<file path="src/sv/assert_macros.svh">
`ifndef ASSERT_MACROS_SVH
`define ASSERT_MACROS_SVH

// check a property on every clock edge outside reset
`define NPR_ASSERT(name, prop) \
  name: assert property (@(posedge clk) disable iff (!rst_n) prop) \
    else $error("npr assertion failed");

// check a property on every clock edge, reset included
`define NPR_ASSERT_ALWAYS(name, prop) \
  name: assert property (@(posedge clk) prop) \
    else $error("npr assertion failed");

`endif

</file>
<file path="src/sv/npr_pkg.sv">
`default_nettype none
package npr_pkg;

  localparam int DATA_W     = 32;
  localparam int NCOEF      = 7;
  localparam int MAX_DEGREE = 6;
  localparam int MAX_STEPS  = 4;
  localparam int FRAC_BITS  = 16;
  localparam int DEC_SCALE  = 10000;
  localparam int IDX_W      = 3;
  localparam int STEP_W     = 3;
  localparam int WIDE_W     = 50;
  localparam int QUO_W      = DATA_W + FRAC_BITS;

  localparam logic [1:0] POLY_P  = 2'd0;
  localparam logic [1:0] POLY_D1 = 2'd1;
  localparam logic [1:0] POLY_D2 = 2'd2;

  typedef logic signed [DATA_W-1:0] word_t;
  typedef logic signed [WIDE_W-1:0] wide_t;

  typedef struct packed {
    logic       load;
    logic       horn_start;
    logic [1:0] horn_poly;
    logic       save_p;
    logic       sel_start;
    logic       dec_old;
    logic       set_zero;
    logic       set_conv;
    logic       div_start;
    logic       update;
    logic       advance;
    logic       emit;
  } npr_cmd_t;

  typedef struct packed {
    logic horn_busy;
    logic div_busy;
    logic acc_zero;
    logic dec_eq;
    logic steps_max;
    logic out_busy;
  } npr_stat_t;

  function automatic logic ovf32(input wide_t v);
    return !((&v[WIDE_W-1:DATA_W-1]) || !(|v[WIDE_W-1:DATA_W-1]));
  endfunction

  function automatic word_t sat32(input wide_t v);
    if (!ovf32(v)) begin
      return v[DATA_W-1:0];
    end
    return v[WIDE_W-1] ? {1'b1, {(DATA_W-1){1'b0}}} : {1'b0, {(DATA_W-1){1'b1}}};
  endfunction

  function automatic wide_t sext(input word_t v);
    return {{(WIDE_W-DATA_W){v[DATA_W-1]}}, v};
  endfunction

endpackage
`default_nettype wire

</file>
<file path="src/sv/npr_ctrl.sv">
`default_nettype none
module npr_ctrl (
  input  wire logic               clk,
  input  wire logic               rst_n,
  input  wire logic               in_valid,
  output logic                    in_ready,
  input  wire npr_pkg::npr_stat_t stat,
  output npr_pkg::npr_cmd_t       cmd
);
  import npr_pkg::*;

  localparam logic [3:0] S_IDLE  = 4'd0;
  localparam logic [3:0] S_PA    = 4'd1;
  localparam logic [3:0] S_PA_W  = 4'd2;
  localparam logic [3:0] S_PPA   = 4'd3;
  localparam logic [3:0] S_PPA_W = 4'd4;
  localparam logic [3:0] S_SEL   = 4'd5;
  localparam logic [3:0] S_DEC0  = 4'd6;
  localparam logic [3:0] S_PV    = 4'd7;
  localparam logic [3:0] S_PV_W  = 4'd8;
  localparam logic [3:0] S_DV    = 4'd9;
  localparam logic [3:0] S_DV_W  = 4'd10;
  localparam logic [3:0] S_DIV   = 4'd11;
  localparam logic [3:0] S_DIV_W = 4'd12;
  localparam logic [3:0] S_UPD   = 4'd13;
  localparam logic [3:0] S_CHK   = 4'd14;
  localparam logic [3:0] S_DONE  = 4'd15;

  logic [3:0] state_r, state_nxt;

  always_comb begin
    state_nxt = state_r;
    cmd       = '0;
    in_ready  = 1'b0;
    unique case (state_r)
      S_IDLE: begin
        in_ready = 1'b1;
        if (in_valid) begin
          cmd.load  = 1'b1;
          state_nxt = S_PA;
        end
      end
      S_PA: begin
        cmd.horn_start = 1'b1;
        cmd.horn_poly  = POLY_P;
        state_nxt      = S_PA_W;
      end
      S_PA_W: begin
        if (!stat.horn_busy) begin
          cmd.save_p = 1'b1;
          state_nxt  = S_PPA;
        end
      end
      S_PPA: begin
        cmd.horn_start = 1'b1;
        cmd.horn_poly  = POLY_D2;
        state_nxt      = S_PPA_W;
      end
      S_PPA_W: begin
        if (!stat.horn_busy) begin
          state_nxt = S_SEL;
        end
      end
      S_SEL: begin
        cmd.sel_start = 1'b1;
        state_nxt     = S_DEC0;
      end
      S_DEC0: begin
        cmd.dec_old = 1'b1;
        state_nxt   = S_PV;
      end
      S_PV: begin
        cmd.horn_start = 1'b1;
        cmd.horn_poly  = POLY_P;
        state_nxt      = S_PV_W;
      end
      S_PV_W: begin
        if (!stat.horn_busy) begin
          cmd.save_p = 1'b1;
          state_nxt  = S_DV;
        end
      end
      S_DV: begin
        cmd.horn_start = 1'b1;
        cmd.horn_poly  = POLY_D1;
        state_nxt      = S_DV_W;
      end
      S_DV_W: begin
        if (!stat.horn_busy) begin
          state_nxt = S_DIV;
        end
      end
      S_DIV: begin
        if (stat.acc_zero) begin
          cmd.set_zero = 1'b1;
          state_nxt    = S_DONE;
        end else begin
          cmd.div_start = 1'b1;
          state_nxt     = S_DIV_W;
        end
      end
      S_DIV_W: begin
        if (!stat.div_busy) begin
          state_nxt = S_UPD;
        end
      end
      S_UPD: begin
        cmd.update = 1'b1;
        state_nxt  = S_CHK;
      end
      S_CHK: begin
        if (stat.dec_eq) begin
          cmd.set_conv = 1'b1;
          state_nxt    = S_DONE;
        end else begin
          cmd.advance = 1'b1;
          state_nxt   = stat.steps_max ? S_DONE : S_PV;
        end
      end
      S_DONE: begin
        if (!stat.out_busy) begin
          cmd.emit  = 1'b1;
          state_nxt = S_IDLE;
        end
      end
      default: state_nxt = S_IDLE;
    endcase
  end

  always_ff @(posedge clk) begin
    if (!rst_n) begin
      state_r <= S_IDLE;
    end else begin
      state_r <= state_nxt;
    end
  end

endmodule
`default_nettype wire

</file>
<file path="config.mk">
export PLATFORM = sky130hd
export DESIGN_NAME = npr_ctrl
export DESIGN_NICKNAME = d
export VERILOG_FILES = /design/src/sv/assert_macros.svh /design/src/sv/npr_pkg.sv /design/src/sv/npr_ctrl.sv
export SDC_FILE = /design/constraint.sdc
export NUM_CORES = 1
export LEC_CHECK = 0
export BUFFER_PORTS_ARGS = -buffer_cell sky130_fd_sc_hd__buf_2
export CAP_MARGIN = 30
export CORE_AREA = 2 2 39 41
export CTS_CLUSTER_DIAMETER = 200
export DETAILED_ROUTE_END_ITERATION = 8
export DIE_AREA = 0 0 41 43
export PLACE_DENSITY_LB_ADDON = 0.1
export SYNTH_ARGS = -nofsm -noshare
export SYNTH_HDL_FRONTEND = slang
export SYNTH_SLANG_ARGS = --single-unit
</file>
<file path="constraint.sdc">
create_clock -name clk -period 1.3 [get_ports clk]
set_input_delay 0.13 -clock clk [delete_from_list [all_inputs] [get_ports clk]]
set_output_delay 0.13 -clock clk [all_outputs]
set_load 0.01 [all_outputs]
</file>
==> run metrics <==
status complete, but fails checks; failing checks negative setup slack; total grt overflow 0; slowest cell on the critical path dfxtp_4; Core ar. 0.00138 sq mm; r2r worst-path depth 4; Synth cell types 27; placed insts just under 100; maximum root-to-sink buffer count 2; area of the multi-input gates 373 sq um; CTS Buf Count 3; total of max-cap violations 0; Post-Syn Area between 300 and 400 sq um; CP delay by family, top flip-flops; number of global-route vias before repair 469; clk root buf clkbuf_4; crit path time final ~1.4 ns; Crit. path cell count 3; Reg area 92.6 sq um; # DRC 0; die height between 40 and 50 um; Area Overhead vs Synth 113%; met2 usage around a quarter; Hold/Removal Path Class primary input to register; PortBufs 22; met3 Track Usage GR 0%; Synthesized Nets between 60 and 70; max-slew violations 0; Buf/Inv on CP 1; Final period util 108%; overall power of the completed layout a little over 600 uW; power density over the cells roughly 770 mW/mm^2; unrepaired setup endpoints after global routing yes; Avg Vias per Cell slightly below 5; highest cell delay on the worst timing path between 0.3 and 0.4 ns; largest net degree at the start of global routing 8; gr usage total approximately 16%; largest registers state_r: 4 flops; fill cell count ~140; post-synthesis sequential area ratio 21.4%; ANT cells 0; crit path kind register to output port; clk_skew 0.00786 ns; FMAX just over 0.7 GHz; Yosys reg bits 4; syn_area_per_cell around 6.9 sq um; GR peak layer met2; final WL about 1300 um; CP Launch Type register; Hold Buf Count CTS 0; Core Rows 14; Final ANT Viol Nets 0; max reg flops 4; CTS H-tree lvls 1; # nets final 103; die area between 0.0015 and 0.002 sq mm; initial antenna violation count 0; clock sinks 4; YS warnings 0; clock transition at the registers of the reported paths ~0.04 ns; Mapped Cells between 50 and 60; Avg WL per Cell roughly 12 um; Chip Width 41 um; Data required, critical path approximately 1.2 ns; DP HPWL 836 um; drt first pass iters 4; latest clock arrival within the worst-skew pair approximately 0.24 ns; Vias roughly 540; CP Max Fanout 7; leak pwr between 0.3 and 0.4 nW; Initial Utilization roughly 27%; Cell Chain, Critical Path nand2b_4 > a2111oi_4 > buf_2; IO Pins 23; final core occ 57.5%; Top reg by flops state_r; setup TNS -0.275 ns; GPL Wtd Cong about 0.75; Final Setup Violations 5; Min-Delay Path Depth 2; fraction of layout cells with a size suffix above 1 roughly 70%; Worst Slack Setup Final -0.108 ns; peak supply drop between 0.4 and 0.5 mV; Critical Path AT 1.28 ns; Rel. slew slack 84.6%; CTS tree done; final hold vios 0; first-pass GRT wire length approximately 2000 um; 1st-iter DRT viols 6; worst-margin pin slew approximately 0.23 ns; met1 Usage GRT roughly 23%; final cell count without fillers between 100 and 150; CP Capture Type output port
## cells by family after synthesis
| kind of cell | share of synthesized area (%) |
|---|---|
| AND/OR/NAND/NOR | 42.1 |
| AO/OA/AOI/OAI | 25.8 |
| buffers and inverters | 8.02 |
| flip-flops | 21.4 |
| multiplexers | 2.68 |
## area by class of cell
cell class	instances	share of cell area, %
Inverter	3	1.42
Sequential cell	4	11.6
Multi-Input combinational cell	43	46.9
Tap cell	16	2.52
Clock buffer	3	2.83
Timing Repair Buffer	39	34.7
## cell usage after synthesis
cell	count	area, sq um
nand2_1	5	18.8
nand2b_1	5	31.3
nor2_1	5	18.8
nor3_1	5	25.0
dfxtp_1	4	80.1
buf_2	3	15.0
inv_1	3	11.3
o21ai_0	3	15.0
and2_1	2	12.5
nor4b_1	2	17.5
a2111oi_0	1	8.76
a211oi_1	1	7.51
a21bo_2	1	10.0
a21oi_1	1	5.00
a21oi_2	1	8.76
a31oi_1	1	6.26
and3_1	1	6.26
clkbuf_1	1	3.75
mux2i_1	1	10.0
nand3_1	1	5.00
nor3b_1	1	7.51
nor4_1	1	6.26
o211ai_1	1	7.51
o21a_1	1	7.51
o221a_1	1	11.3
o2bb2ai_1	1	8.76
or3b_1	1	8.76
## cells in the final DEF (no fill, tap or decap), types with 2 or more instances in the layout
cell type / synthesis / final
buf_2: 3 / 22
buf_4: 0 / 9
buf_6: 0 / 7
nand2b_4: 0 / 4
nor2_1: 5 / 4
inv_1: 3 / 3
nor3_2: 0 / 3
nand2_1: 5 / 3
o21ai_0: 3 / 3
clkbuf_4: 0 / 3
dfxtp_4: 0 / 3
nand2_2: 0 / 2
nor3_1: 5 / 2
nor4b_2: 0 / 2
and2_1: 2 / 2
## layer usage
layer,wire length (um),up-vias
met5,0,-
met4,17,0
met3,41,2
met2,649,12
met1,617,253
li1,-,269
## report_power, final
group | internal, mW | switching [mW] | leakage (nW) | total (mW)
combinational | 0.164 | 0.129 | 0.299 | 0.293
sequential | 0.135 | 0.0224 | 0.0353 | 0.157
clock | 0.104 | 0.0568 | 0.0138 | 0.160
## worst paths after layout
path / endpoint / from / slack [ns]
setup / recovery: cmd[8] / state_r[3]$_SDFFE_PN0P_ / -0.11
hold / removal: state_r[3]$_SDFFE_PN0P_ / rst_n / 0.15
setup reg to reg: state_r[0]$_SDFFE_PN0P_ / state_r[1]$_SDFFE_PN0P_ / -0.03
hold reg to reg: state_r[1]$_SDFFE_PN0P_ / state_r[3]$_SDFFE_PN0P_ / 0.65
## metrics by stage
stage	area, sq um	setup slack, ns	hold WS, ns
3_3_place_gp	566	0.0100	0.388
3_5_place_dp	566	-0.0318	0.390
2_1_floorplan	387	0.0474	0.247
4_1_cts	771	-0.0957	0.148
5_1_grt	796	-0.143	0.155
6_report	796	-0.108	0.150
## repair_timing
action / CTS / global route
pin swaps: 5 / 2
cloned: 1 / 0
setup endpoints to repair: 15 / 14
gates resized for setup: 25 / 6
hold endpoints to repair: 0 / 0
setup buffers: 7 / 1
Power figures use the tool's default switching activity.
